===== config.mk =====
export PLATFORM = sky130hd
export DESIGN_NAME = voice_stream_tracker_slow_data_rx
export DESIGN_NICKNAME = d
export VERILOG_FILES = /design/src/svt_pkg.sv /design/src/svt_text_store.sv /design/src/svt_front.sv /design/src/svt_job_fifo.sv /design/src/svt_back.sv /design/src/voice_stream_tracker_slow_data_rx.sv
export SDC_FILE = /design/constraint.sdc
export NUM_CORES = 1
export LEC_CHECK = 0
export BUFFER_PORTS_ARGS = -buffer_cell sky130_fd_sc_hd__clkbuf_2
export CORE_MARGIN = 2
export CORE_UTILIZATION = 50
export DETAILED_ROUTE_END_ITERATION = 12
export GPL_ROUTABILITY_DRIVEN = 0
export PLACE_DENSITY = 0.79
export SLEW_MARGIN = 40
export SYNTH_ARGS = -nofsm -noshare
export SYNTH_HDL_FRONTEND = slang
export SYNTH_SLANG_ARGS = --single-unit
export TNS_END_PERCENT = 1

===== constraint.sdc =====
create_clock -name clk_i -period 4.5 [get_ports clk_i]
set_clock_uncertainty 0.1 [all_clocks]
set_input_delay 0 -clock clk_i [delete_from_list [all_inputs] [get_ports clk_i]]
set_output_delay 0 -clock clk_i [all_outputs]
set_load 0.01 [all_outputs]

===== src/svt_pkg.sv =====
// Shared types, constants and helpers for the voice stream tracker.
`timescale 1ns / 1ps

package svt_pkg;

  // Message and queue sizing, and the watchdog limit loaded at reset
  localparam int unsigned TEXT_LEN      = 20;
  localparam int unsigned JOB_DEPTH     = 2;
  localparam logic [7:0]  WD_LIMIT_RST  = 8'd100;

  // Slow-data sync pattern, scrambler bytes, header base, last stage and end bit
  localparam logic [7:0] SYNC_B0     = 8'h55;
  localparam logic [7:0] SYNC_B1     = 8'h2d;
  localparam logic [7:0] SYNC_B2     = 8'h16;
  localparam logic [7:0] SCRAMBLE_B0 = 8'h70;
  localparam logic [7:0] SCRAMBLE_B1 = 8'h4f;
  localparam logic [7:0] SCRAMBLE_B2 = 8'h93;
  localparam logic [7:0] HDR_BASE    = 8'h30;
  localparam logic [3:0] LAST_STAGE  = 4'd8;
  localparam int unsigned END_BIT    = 6;

  typedef enum logic [1:0] {
    ReqVoice = 2'd0,
    ReqPing  = 2'd1,
    ReqTick  = 2'd2
  } req_e;

  typedef enum logic [2:0] {
    StIdle      = 3'd0,
    StNew       = 3'd1,
    StStreaming = 3'd2,
    StEnded     = 3'd3,
    StLost      = 3'd4
  } stream_e;

  typedef enum logic {
    KindStatus = 1'b0,
    KindText   = 1'b1
  } kind_e;

  typedef struct packed {
    logic [1:0]  req_type;
    logic        transmitting;
    logic [15:0] frame_stream_id;
    logic [7:0]  frame_byte;
    logic [7:0]  slow_byte0;
    logic [7:0]  slow_byte1;
    logic [7:0]  slow_byte2;
  } in_item_t;

  typedef struct packed {
    logic        out_kind;
    logic [2:0]  stream_status;
    logic [15:0] current_stream_id;
    logic [7:0]  text_char;
    logic [4:0]  text_index;
    logic        last;
  } out_item_t;

  // One job per accepted item, handed from front to back
  typedef struct packed {
    stream_e     status;
    logic [15:0] stream_id;
    logic        done;
  } job_t;

  // Text store write from the front
  typedef struct packed {
    logic       en;
    logic       odd;
    logic [4:0] first;
    logic [7:0] d0;
    logic [7:0] d1;
    logic [7:0] d2;
  } store_wr_t;

  // Store index of the first text byte carried by a stage
  function automatic logic [4:0] text_pos(input logic [3:0] stage);
    logic [4:0] pos;
    case (stage)
      4'd1:    pos = 5'd0;
      4'd2:    pos = 5'd2;
      4'd3:    pos = 5'd5;
      4'd4:    pos = 5'd7;
      4'd5:    pos = 5'd10;
      4'd6:    pos = 5'd12;
      4'd7:    pos = 5'd15;
      4'd8:    pos = 5'd17;
      default: pos = 5'd0;
    endcase
    return pos;
  endfunction

endpackage


===== src/svt_text_store.sv =====
// Twenty-byte text register file: one frame write, one read port.
`timescale 1ns / 1ps

module svt_text_store (
  input  logic                 clk_i,
  input  svt_pkg::store_wr_t   wr_i,
  input  logic [4:0]           rd_addr_i,
  output logic [7:0]           rd_data_o
);

  logic [7:0] mem_q [svt_pkg::TEXT_LEN];

  // Each lane picks its byte by its offset from the frame's first position
  always_ff @(posedge clk_i) begin
    for (int i = 0; i < svt_pkg::TEXT_LEN; i++) begin
      if (wr_i.en) begin
        if (5'(i) == wr_i.first) begin
          mem_q[i] <= wr_i.odd ? wr_i.d1 : wr_i.d0;
        end else if (5'(i) == wr_i.first + 5'd1) begin
          mem_q[i] <= wr_i.odd ? wr_i.d2 : wr_i.d1;
        end else if (!wr_i.odd && (5'(i) == wr_i.first + 5'd2)) begin
          mem_q[i] <= wr_i.d2;
        end
      end
    end
  end

  assign rd_data_o = mem_q[rd_addr_i];

endmodule


===== src/svt_front.sv =====
// Front end: accepts events, tracks stream state, decodes slow data.
`timescale 1ns / 1ps

module svt_front (
  input  logic                clk_i,
  input  logic                rst_ni,
  input  logic                push_i,
  output logic                full_o,
  input  svt_pkg::in_item_t   in_i,
  input  logic                cfg_we_i,
  input  logic [7:0]          cfg_wdata_i,
  input  logic                job_full_i,
  output logic                job_push_o,
  output svt_pkg::job_t       job_o,
  output svt_pkg::store_wr_t  store_wr_o,
  input  logic                msg_done_i
);

  svt_pkg::stream_e state_q, state_d;
  logic [15:0] held_id_q, held_id_d;
  logic [7:0]  wd_cnt_q, wd_cnt_d;
  logic        sync_q, sync_d;
  logic [3:0]  stage_q, stage_d;
  logic [7:0]  wd_limit_q;
  logic        busy_q;
  logic        accept;
  logic        done;
  logic        is_sync;
  logic        in_seq;
  logic [7:0]  hdr;
  logic [1:0]  pair;

  // Hold off while the queue is full or the store is still being read out
  assign full_o     = job_full_i | busy_q;
  assign accept     = push_i & ~full_o;
  assign job_push_o = accept;

  assign pair    = 2'((stage_q - 4'd1) >> 1);
  assign hdr     = svt_pkg::HDR_BASE + {6'd0, pair};
  assign is_sync = (in_i.frame_byte == 8'd0) && (in_i.slow_byte0 == svt_pkg::SYNC_B0) &&
                   (in_i.slow_byte1 == svt_pkg::SYNC_B1) &&
                   (in_i.slow_byte2 == svt_pkg::SYNC_B2);
  assign in_seq  = sync_q && (stage_q >= 4'd1) && (stage_q <= svt_pkg::LAST_STAGE) &&
                   (in_i.frame_byte == {4'd0, stage_q});

  // Event decode and next state
  always_comb begin
    state_d    = state_q;
    held_id_d  = held_id_q;
    wd_cnt_d   = wd_cnt_q;
    sync_d     = sync_q;
    stage_d    = stage_q;
    done       = 1'b0;
    store_wr_o.en    = 1'b0;
    store_wr_o.odd   = stage_q[0];
    store_wr_o.first = svt_pkg::text_pos(stage_q);
    store_wr_o.d0    = in_i.slow_byte0 ^ svt_pkg::SCRAMBLE_B0;
    store_wr_o.d1    = in_i.slow_byte1 ^ svt_pkg::SCRAMBLE_B1;
    store_wr_o.d2    = in_i.slow_byte2 ^ svt_pkg::SCRAMBLE_B2;

    case (svt_pkg::req_e'(in_i.req_type))
      svt_pkg::ReqVoice: begin
        wd_cnt_d = 8'd0;
        if (!in_i.transmitting && (held_id_q == 16'd0)) begin
          held_id_d = in_i.frame_stream_id;
          state_d   = svt_pkg::StNew;
        end else begin
          state_d = svt_pkg::StStreaming;
        end
        // slow-data sequence
        if (is_sync) begin
          sync_d  = 1'b1;
          stage_d = 4'd1;
        end else if (in_seq) begin
          if (stage_q[0]) begin
            if (in_i.slow_byte0 == hdr) begin
              store_wr_o.en = accept;
              stage_d       = stage_q + 4'd1;
            end
          end else begin
            store_wr_o.en = accept;
            if (stage_q == svt_pkg::LAST_STAGE) begin
              sync_d  = 1'b0;
              stage_d = 4'd0;
              done    = 1'b1;
            end else begin
              stage_d = stage_q + 4'd1;
            end
          end
        end
        // end of stream overrides
        if (in_i.frame_byte[svt_pkg::END_BIT]) begin
          wd_cnt_d  = 8'd0;
          state_d   = svt_pkg::StEnded;
          held_id_d = 16'd0;
        end
      end
      svt_pkg::ReqPing: begin
        if ((state_q == svt_pkg::StLost) || (state_q == svt_pkg::StEnded)) begin
          state_d = svt_pkg::StIdle;
        end
      end
      svt_pkg::ReqTick: begin
        if (wd_cnt_q > wd_limit_q) begin
          wd_cnt_d  = 8'd0;
          state_d   = svt_pkg::StLost;
          held_id_d = 16'd0;
        end else begin
          wd_cnt_d = wd_cnt_q + 8'd1;
        end
      end
      default: begin
      end
    endcase
  end

  assign job_o.status    = state_d;
  assign job_o.stream_id = held_id_d;
  assign job_o.done      = done;

  // State registers
  always_ff @(posedge clk_i or negedge rst_ni) begin
    if (!rst_ni) begin
      state_q    <= svt_pkg::StIdle;
      held_id_q  <= 16'd0;
      wd_cnt_q   <= 8'd0;
      sync_q     <= 1'b0;
      stage_q    <= 4'd0;
      wd_limit_q <= svt_pkg::WD_LIMIT_RST;
      busy_q     <= 1'b0;
    end else begin
      if (cfg_we_i) begin
        wd_limit_q <= cfg_wdata_i;
      end
      if (accept) begin
        state_q   <= state_d;
        held_id_q <= held_id_d;
        wd_cnt_q  <= wd_cnt_d;
        sync_q    <= sync_d;
        stage_q   <= stage_d;
      end
      if (accept && done) begin
        busy_q <= 1'b1;
      end else if (msg_done_i) begin
        busy_q <= 1'b0;
      end
    end
  end

endmodule


===== src/svt_job_fifo.sv =====
// Short job queue between front and back.
`timescale 1ns / 1ps

module svt_job_fifo #(
  parameter int unsigned Depth = svt_pkg::JOB_DEPTH
) (
  input  logic           clk_i,
  input  logic           rst_ni,
  input  logic           push_i,
  input  svt_pkg::job_t  data_i,
  output logic           full_o,
  input  logic           pop_i,
  output svt_pkg::job_t  data_o,
  output logic           empty_o
);

  localparam int unsigned PtrW = $clog2(Depth);
  localparam int unsigned CntW = $clog2(Depth + 1);

  svt_pkg::job_t   mem_q [Depth];
  logic [PtrW-1:0] wr_ptr_q, rd_ptr_q;
  logic [CntW-1:0] cnt_q;
  logic            do_push, do_pop;

  assign full_o  = (cnt_q == CntW'(Depth));
  assign empty_o = (cnt_q == '0);
  assign do_push = push_i & ~full_o;
  assign do_pop  = pop_i & ~empty_o;
  assign data_o  = mem_q[rd_ptr_q];

  // Storage
  always_ff @(posedge clk_i) begin
    if (do_push) begin
      mem_q[wr_ptr_q] <= data_i;
    end
  end

  // Pointers and count
  always_ff @(posedge clk_i or negedge rst_ni) begin
    if (!rst_ni) begin
      wr_ptr_q <= '0;
      rd_ptr_q <= '0;
      cnt_q    <= '0;
    end else begin
      if (do_push) begin
        wr_ptr_q <= (wr_ptr_q == PtrW'(Depth - 1)) ? '0 : wr_ptr_q + PtrW'(1);
      end
      if (do_pop) begin
        rd_ptr_q <= (rd_ptr_q == PtrW'(Depth - 1)) ? '0 : rd_ptr_q + PtrW'(1);
      end
      if (do_push && !do_pop) begin
        cnt_q <= cnt_q + CntW'(1);
      end else if (do_pop && !do_push) begin
        cnt_q <= cnt_q - CntW'(1);
      end
    end
  end

endmodule


===== src/svt_back.sv =====
// Back end: turns jobs into text and status items through an output register.
`timescale 1ns / 1ps

module svt_back (
  input  logic                clk_i,
  input  logic                rst_ni,
  input  svt_pkg::job_t       job_i,
  input  logic                job_empty_i,
  output logic                job_pop_o,
  output logic [4:0]          rd_addr_o,
  input  logic [7:0]          rd_data_i,
  output logic                msg_done_o,
  output logic                empty_o,
  input  logic                pop_i,
  output svt_pkg::out_item_t  out_o
);

  typedef enum logic [1:0] {
    BkIdle,
    BkText,
    BkStatus
  } back_e;

  back_e              state_q;
  svt_pkg::job_t      job_q;
  logic [4:0]         idx_q;
  logic               valid_q;
  svt_pkg::out_item_t out_q;
  logic               load;

  // Output register may load when empty or being taken this cycle
  assign load       = ~valid_q | pop_i;
  assign job_pop_o  = load & (state_q == BkIdle) & ~job_empty_i;
  assign rd_addr_o  = idx_q;
  assign msg_done_o = load & (state_q == BkText) &
                      (idx_q == 5'(svt_pkg::TEXT_LEN - 1));
  assign empty_o    = ~valid_q;
  assign out_o      = out_q;

  // Sequencer and output register
  always_ff @(posedge clk_i or negedge rst_ni) begin
    if (!rst_ni) begin
      state_q <= BkIdle;
      idx_q   <= 5'd0;
      valid_q <= 1'b0;
      job_q   <= '0;
      out_q   <= '0;
    end else if (load) begin
      valid_q <= 1'b0;
      case (state_q)
        BkIdle: begin
          if (!job_empty_i) begin
            job_q   <= job_i;
            valid_q <= 1'b1;
            out_q.stream_status     <= job_i.status;
            out_q.current_stream_id <= job_i.stream_id;
            if (job_i.done) begin
              out_q.out_kind   <= svt_pkg::KindText;
              out_q.text_char  <= rd_data_i;
              out_q.text_index <= 5'd0;
              out_q.last       <= 1'b0;
              idx_q            <= 5'd1;
              state_q          <= BkText;
            end else begin
              out_q.out_kind   <= svt_pkg::KindStatus;
              out_q.text_char  <= 8'd0;
              out_q.text_index <= 5'd0;
              out_q.last       <= 1'b1;
            end
          end
        end
        BkText: begin
          valid_q <= 1'b1;
          out_q.out_kind          <= svt_pkg::KindText;
          out_q.stream_status     <= job_q.status;
          out_q.current_stream_id <= job_q.stream_id;
          out_q.text_char         <= rd_data_i;
          out_q.text_index        <= idx_q;
          out_q.last              <= 1'b0;
          if (idx_q == 5'(svt_pkg::TEXT_LEN - 1)) begin
            idx_q   <= 5'd0;
            state_q <= BkStatus;
          end else begin
            idx_q <= idx_q + 5'd1;
          end
        end
        BkStatus: begin
          valid_q <= 1'b1;
          out_q.out_kind          <= svt_pkg::KindStatus;
          out_q.stream_status     <= job_q.status;
          out_q.current_stream_id <= job_q.stream_id;
          out_q.text_char         <= 8'd0;
          out_q.text_index        <= 5'd0;
          out_q.last              <= 1'b1;
          state_q                 <= BkIdle;
        end
        default: begin
          state_q <= BkIdle;
        end
      endcase
    end
  end

endmodule


===== src/voice_stream_tracker_slow_data_rx.sv =====
// Top level of the voice stream tracker and slow-data text receiver.
//
// Usage: events (voice frame, keep-alive, timer tick) enter as in_i when push
// is high and full is low. Results leave as out_o while empty is low and are
// taken with pop. Every event gives one status item with last set; a voice
// frame that completes the 20-byte slow-data message first gives the 20
// descrambled text characters, index 0 to 19, then its status item.
// The watchdog limit is written with cfg_we_i / cfg_wdata_i while idle.
//
// Flow: an accepted event is written into the job queue, and its first result
// is then loaded from there into the output register. Status-only events
// stream at one per cycle while the receiver keeps taking them; a completing
// frame gives 21 items as the back end reads the text store one byte a cycle,
// again while the receiver keeps taking them. Further events are held off
// (full) until the last character has been read from the store. Reset clears
// the stream state, watchdog, sync tracking, queue and output register and
// loads the watchdog limit of 100. When the receiver stalls, the output
// register holds its item and the job queue fills, then full rises.
`timescale 1ns / 1ps

module voice_stream_tracker_slow_data_rx #(
  parameter int unsigned JobDepth = svt_pkg::JOB_DEPTH
) (
  input  logic                clk_i,
  input  logic                rst_ni,
  input  logic                push,
  output logic                full,
  input  svt_pkg::in_item_t   in_i,
  output logic                empty,
  input  logic                pop,
  output svt_pkg::out_item_t  out_o,
  input  logic                cfg_we_i,
  input  logic [7:0]          cfg_wdata_i
);

  logic               job_full, job_push, job_empty, job_pop, msg_done;
  svt_pkg::job_t      job_in, job_out;
  svt_pkg::store_wr_t store_wr;
  logic [4:0]         rd_addr;
  logic [7:0]         rd_data;

  svt_front u_front (
    .clk_i       (clk_i),
    .rst_ni      (rst_ni),
    .push_i      (push),
    .full_o      (full),
    .in_i        (in_i),
    .cfg_we_i    (cfg_we_i),
    .cfg_wdata_i (cfg_wdata_i),
    .job_full_i  (job_full),
    .job_push_o  (job_push),
    .job_o       (job_in),
    .store_wr_o  (store_wr),
    .msg_done_i  (msg_done)
  );

  svt_text_store u_store (
    .clk_i     (clk_i),
    .wr_i      (store_wr),
    .rd_addr_i (rd_addr),
    .rd_data_o (rd_data)
  );

  svt_job_fifo #(
    .Depth (JobDepth)
  ) u_fifo (
    .clk_i   (clk_i),
    .rst_ni  (rst_ni),
    .push_i  (job_push),
    .data_i  (job_in),
    .full_o  (job_full),
    .pop_i   (job_pop),
    .data_o  (job_out),
    .empty_o (job_empty)
  );

  svt_back u_back (
    .clk_i       (clk_i),
    .rst_ni      (rst_ni),
    .job_i       (job_out),
    .job_empty_i (job_empty),
    .job_pop_o   (job_pop),
    .rd_addr_o   (rd_addr),
    .rd_data_i   (rd_data),
    .msg_done_o  (msg_done),
    .empty_o     (empty),
    .pop_i       (pop),
    .out_o       (out_o)
  );

endmodule


# After elaboration in Yosys (flattened, before gate mapping)

Memory sizes are Yosys's and may differ from the RTL's.
Cells that the tools add are included.
Widths: inputs -> output; s select.

Add/subtract/negate cells: 11
Order comparisons: 3
Equal/unequal tests: 76
Muxes and demuxes: 385
Bitwise logic cells: 56
Reduce and logical (&&, ||, !) cells: 76

Operators by type and width:

| cell                | count |
|---|---|
| $mux 8              | 60 |
| $mux 1              | 279 |
| $reduce_or 8->1     | 17 |
| $eq 4x5->1 const A  | 24 |
| $pmux 34 s3         | 1 |
| $mux 5              | 20 |
| $eq 3x5->1 const A  | 12 |
| $eq 5x5->1 const A  | 12 |
| $mux 16             | 3 |
| $or 1x1->1          | 42 |
| $mux 34             | 1 |
| $pmux 16 s2         | 1 |
| $eq 2x5->1 const A  | 6 |
| $logic_and 1x1->1   | 30 |
| $mux 4              | 5 |
| $logic_not 16->1    | 1 |
| $pmux 8 s2          | 1 |
| $eq 1x5->1 const A  | 3 |
| $logic_not 5->1     | 3 |
| $mux 14             | 1 |
| $mux 2              | 7 |
| $reduce_and 4->1    | 3 |
| $reduce_bool 2->1   | 6 |
| $add 5x1->5 const B | 2 |
| 44 further kinds    | 67 |

Flip-flop bits (word level): 106
Memory bits (writable): 200
Bits in read-only memories: 80
Input bits: 64
Output and inout port bits: 36
Logic and storage cells: 632
Memories: 3

Memory list:

| memory           | depth | width | read ports | clocked after Yosys merged registers in | write ports | RTL line             | RTL |
|---|---|---|---|---|---|---|---|
| u_store.mem_q    | 20    | 8     | 1          | 0                                       | 3           | svt_text_store.sv:11 | `logic [7:0] mem_q [svt_pkg::TEXT_LEN];` |
| (name not given) | 16    | 5     | 1          | 0                                       | 0           | svt_pkg.sv:80        | `case (stage)` |
| u_fifo.mem_q     | 2     | 20    | 1          | 0                                       | 1           | svt_job_fifo.sv:20   | `svt_pkg::job_t mem_q [Depth];` |

# Logic depth before layout (Yosys ltp)

Depth after elaboration: 20
Depth in mapped cells: 18
Depth with buffers taken out: 13

# Modules after synthesis

A second synthesis with hierarchy kept.

Cell total of the unflattened synthesis: 1,739
Area, all modules: 19,379.8 um^2

By module, submodules not included:

| module         | times used | cells an instance | area an instance (um^2) | seq. area each (um^2) |
|---|---|---|---|---|
| svt_text_store | 1          | 1,043             | 11,999.0                | 4,804.6 |
| svt_front      | 1          | 353               | 2,991.6                 | 1,029.7 |
| svt_back       | 1          | 262               | 2,751.4                 | 1,526.5 |
| svt_job_fifo   | 1          | 81                | 1,637.8                 | 1,301.2 |

# Worst setup path after synthesis

OpenSTA, ideal clock, no wires.

Path kind: reg-to-reg
Start point: reg u_front.stage_q[0]
End point: mem u_store.mem_q[56][2], in the netlist u_store.mem_q[14][2], data pin
Setup time: 0.260 ns
Data arrival time: 3.630 ns
Data required time: 4.140 ns
Path slack: 0.510 ns
Stages on the path, launching flop included: 19
Period minus slack after synthesis: 3.990 ns
Cells stage by stage: dfrtp_1 -> buf_2 -> inv_1 -> ha_1 -> inv_1 -> ha_1 -> clkbuf_1 -> nand2b_1 -> buf_2 -> nor2_1 -> and2_1 -> ha_1 -> clkbuf_1 -> and2_1 -> buf_2 -> nand3_1 -> nor2_2 -> mux2_2 -> mux2_2

RTL lines:

| what                     | RTL line             | RTL |
|---|---|---|
| start: declaration       | svt_front.sv:23      | `logic [3:0] stage_q, stage_d;` |
| start signal: assignment | svt_front.sv:140     | `stage_q <= stage_d;` |
| end: declaration         | svt_text_store.sv:11 |  |

==> results.sh <==
export IMPL_run_status="complete, no violations"
export IMPL_crit_arrival_ns=4.52
export IMPL_maxSlewHeadroom=0.361
export IMPL_synthesis_instances=1614
export IMPL_setup_worst_path_start_class="flop"
export IMPL_netlist_cell_type_count=83
export IMPL_design_portCount=100
export IMPL_ys_seq_area_frac=0.491
export IMPL_reg_to_reg_critical_path_startpoint="u_front.stage_q[0]"
export IMPL_peakVddDrop_mv=0.289
export IMPL_core_rowCount=68
export IMPL_grt_remaining_overflow=0
export IMPL_depth_of_the_critical_timing_path_with_buffers_and_inverters_included=10
export IMPL_cts_tree="built"
export IMPL_synth_simple_gate_area_frac=0.124
export IMPL_effective_utilization_at_floorplan=0.509
export IMPL_timing_worst_slew_pin_value_ns=0.958
export IMPL_setup_repair_after_global_routing_missed_its_margin="no"
export IMPL_crit_path_largest_cell_delay_ns=0.55
export IMPL_number_of_clock_buffers_inserted_by_tritoncts=31
export IMPL_crit_path_cell_trace="buf_6 -> mux2i_1 -> nor2_1 -> ha_1 -> o21a_1 -> o211ai_1 -> and2_0 -> and4_1 -> mux2_2 -> mux2_2"
export IMPL_first_pass_detailed_route_iteration_total=6
export IMPL_finalNetCount=1819
export IMPL_avgRoutedWirePerCell_um=24.3
export IMPL_buffer_levels_on_the_longest_clock_path=3
export IMPL_minimum_clock_period_after_layout_ns=4.28
export IMPL_crit_path_end_kind="flop"
export IMPL_synth_fa_ha_area_frac=0.0177
export IMPL_synth_compound_area_share=0.131
export IMPL_layout_worst_path_cycle_share=0.952
export IMPL_p_comb_frac=0.299
export IMPL_power_frac_clock=0.284
export IMPL_flow_area_growth_from_synthesis_pct=15.6
export IMPL_power_density_nw_per_um2=464
export IMPL_critical_path_endpoint="u_store.mem_q[9][3]"
export IMPL_combinational_family_with_the_most_area_after_synthesis="multiplexers"
export IMPL_vias_in_the_first_global_route=13923
export IMPL_synth_xor_xnor_area_share=0.00695
export IMPL_timing_rr_end="u_store.mem_q[9][3]"
export IMPL_critical_path_slowest_cell="sky130_fd_sc_hd__and4_1"
export IMPL_syn_num_nets=1703
export IMPL_startpoint="u_front.stage_q[0]"
export IMPL_seq_power_share=0.417
export IMPL_yosysTopAreaCell="sky130_fd_sc_hd__edfxtp_1"
export IMPL_swShare=0.333
export IMPL_initial_antenna_violation_count=0
export IMPL_chip_width_um=192
export IMPL_timing_final_max_slew_violations=0
export IMPL_cts_root_buf="sky130_fd_sc_hd__clkbuf_16"
export IMPL_ys_ff_latch=306
export IMPL_timing_critical_path_required_ns=4.73
export IMPL_placedInstanceArea_sq_um=18700
export IMPL_ffs_w_async_s_r_synth=0.346
export IMPL_critical_path_peak_fanout=52
export IMPL_achievable_frequency_mhz=233
export IMPL_final_setup_tns_ns=0
export IMPL_clock_sink_total=306
export IMPL_power_report_internal_total_mw=6.31
export IMPL_insertion_delay_ns=0.59
export IMPL_floorplan_die_area_sq_um=36800
export IMPL_timing_hold_violations_final=0
export IMPL_synth_enable_flop_cells=200
export IMPL_grt_start_max_net_pins=58
export IMPL_hold_path_class="input pin to flop"
export IMPL_timing_reg2reg_worst_path_depth=10
export IMPL_syn_area_per_cell_sq_um=10.9
export IMPL_routed_wl_um=53600
export IMPL_worst_setup_hold_path_clk_slew_ns=0.06
export IMPL_finalSetupViolCount=0
export IMPL_synth_flop_cell="sky130_fd_sc_hd__edfxtp_1"
export IMPL_vias=14353
export IMPL_grt_first_pass_wirelength_um=81900
export IMPL_dp_final_hpwl_um=34700
export IMPL_net_switching_power_mw=3.15
export IMPL_vias_per_cell=6.49
export IMPL_die_y_um=192
export IMPL_post_route_drc_count=0
export IMPL_timing_setup_critical_path_class="flop to flop"
export IMPL_synth_mux_area_fraction=0.193
export IMPL_worst_path_dominant_cell_family="multiplexers"
export IMPL_ranking_of_synthesized_cells_by_instance_count="sky130_fd_sc_hd__edfxtp_1, sky130_fd_sc_hd__mux2i_1, sky130_fd_sc_hd__nand2_1"
export IMPL_netlist_area_sq_um=17600
export IMPL_drt_iter0_drc=2283
export IMPL_yosysMostFrequentCell="sky130_fd_sc_hd__edfxtp_1"
export IMPL_grt_total_usage=0.292
export IMPL_core_area_sq_um=34600
export IMPL_synth_top_cells_by_area="sky130_fd_sc_hd__edfxtp_1, sky130_fd_sc_hd__dfrtp_1, sky130_fd_sc_hd__mux2i_1"
export IMPL_detail_route_antenna_nets=0
export IMPL_fraction_of_layout_cells_with_a_size_suffix_above_1=0.193
export IMPL_critPathBufInv=1
export IMPL_synth_top_cell_area_share=0.341
export IMPL_ctsHtreeMaxLevel=1
export IMPL_stdcell_area_sq_um=20400
export IMPL_setup_slack_reg_to_reg_ns=0.22
export IMPL_port_buffer_count=99
export IMPL_power_leakage_nw=7.91
export IMPL_crit_path_frequent_cell="sky130_fd_sc_hd__mux2_2"
export IMPL_yosys_warnings=0
export IMPL_maxCapViolCount=0
-- layer usage --
metal / GRT usage / wire (um)
met2: 0.448 / 23700
met5: 0 / 0
met4: 0.118 / 2460
met1: 0.395 / 20400
met3: 0.0797 / 7050
-- registers in the layout, indices dropped and copies added, names as in the netlist, 4 cells and up --
signal	flops
u_back.job_q	19
u_back.out_o	34
u_back.rd_addr_o	5
u_fifo.mem_q	40
u_front.held_id_q	16
u_front.stage_q	4
u_front.wd_cnt_q	8
u_front.wd_limit_q	8
u_store.mem_q	160
-- cell usage in the layout, fill, tap and decap left out, types with 10 or more instances in the layout --
master / instances
sky130_fd_sc_hd__dlygate4sd3_1: 58
sky130_fd_sc_hd__o21ai_0: 139
sky130_fd_sc_hd__ha_1: 24
sky130_fd_sc_hd__a211oi_1: 18
sky130_fd_sc_hd__clkbuf_2: 98
sky130_fd_sc_hd__clkbuf_16: 31
sky130_fd_sc_hd__nor3_1: 27
sky130_fd_sc_hd__nand2b_1: 15
sky130_fd_sc_hd__mux4_2: 48
sky130_fd_sc_hd__a31oi_1: 11
sky130_fd_sc_hd__buf_4: 58
sky130_fd_sc_hd__nor2_1: 120
sky130_fd_sc_hd__o22ai_1: 10
sky130_fd_sc_hd__edfxtp_1: 200
sky130_fd_sc_hd__and2_1: 12
sky130_fd_sc_hd__dfrtp_1: 100
sky130_fd_sc_hd__nand3_1: 28
sky130_fd_sc_hd__a21o_1: 12
sky130_fd_sc_hd__inv_1: 27
sky130_fd_sc_hd__nand2_1: 175
sky130_fd_sc_hd__mux2i_1: 189
sky130_fd_sc_hd__mux2_2: 31
sky130_fd_sc_hd__a21oi_1: 91
sky130_fd_sc_hd__a22o_1: 33
-- repair_timing --
action,CTS,global route
setup buffers,0,0
hold buffers,59,0
hold endpoints to repair,175,0
setup endpoints to repair,0,3
resized for setup,0,1
-- metrics by stage --
step	instances	setup WS, ns	hold WS (ns)	power [mW]	util
3_3_place_gp	2093	0.420	0.0220	6.58	0.538
4_1_cts	2210	0.220	0.0110	9.41	0.588
3_5_place_dp	2093	0.247	0.0266	6.69	0.540
5_1_grt	2210	0.0471	0.0396	9.90	0.589
2_1_floorplan	1614	0.510	-0.396	5.76	-
6_report	2211	0.216	0.0388	9.46	0.589
-- layout make-up --
class | instances | area [sq um]
antenna | 1 | 2.50
clock buffer | 44 | 888
clock inverter | 14 | 171
fill | 2686 | 14200
inverter | 27 | 101
multi-input combinational | 1147 | 8420
sequential | 306 | 8670
tap | 455 | 569
timing repair buffer | 217 | 1570
-- cell families (layout without fill, tap and decap cells) --
logic type / after synthesis / after routing
other: 0 / 1
flip-flops: 306 / 306
XOR/XNOR: 14 / 14
buffers and inverters: 161 / 302
AND/OR/NAND/NOR: 456 / 456
multiplexers: 274 / 274
AO/OA/AOI/OAI: 378 / 378
adder cells (fa/ha/maj): 25 / 25
-- worst min path at each step --
stage,start,endpoint,slack [ns],depth (start not counted)
6_report,in_i[26],u_fifo.mem_q[1][0],0.04,3
5_1_grt,in_i[26],u_fifo.mem_q[1][0],0.04,3
4_1_cts,in_i[26],u_fifo.mem_q[1][0],0.01,3
3_5_place_dp,rst_ni,u_front.wd_limit_q[1],0.03,1
3_3_place_gp,rst_ni,u_front.wd_limit_q[1],0.02,1
2_1_floorplan,rst_ni,u_back.job_q[10],-0.40,0
-- power by group through the flow --
stage / Combinational [mW] / Clock [mW] / Sequential (mW)
finish: 2.82 / 2.69 / 3.95
floorplan: 1.90 / 0 / 3.87
detailed placement: 2.71 / 0 / 3.98
global placement: 2.64 / 0 / 3.95
global route: 3.08 / 2.81 / 4.01
CTS: 2.78 / 2.70 / 3.93
-- worst register-to-register path, cell delays in order, from the launching register on --
cell and delay, ns:
sky130_fd_sc_hd__dfrtp_2 0.37, sky130_fd_sc_hd__buf_6 0.40, sky130_fd_sc_hd__mux2i_1 0.48, sky130_fd_sc_hd__nor2_1 0.11, sky130_fd_sc_hd__ha_1 0.30, sky130_fd_sc_hd__o21a_1 0.22, sky130_fd_sc_hd__o211ai_1 0.50, sky130_fd_sc_hd__and2_0 0.37
sky130_fd_sc_hd__and4_1 0.55, sky130_fd_sc_hd__mux2_2 0.39, sky130_fd_sc_hd__mux2_2 0.26
(Power assumes the default switching activity.)
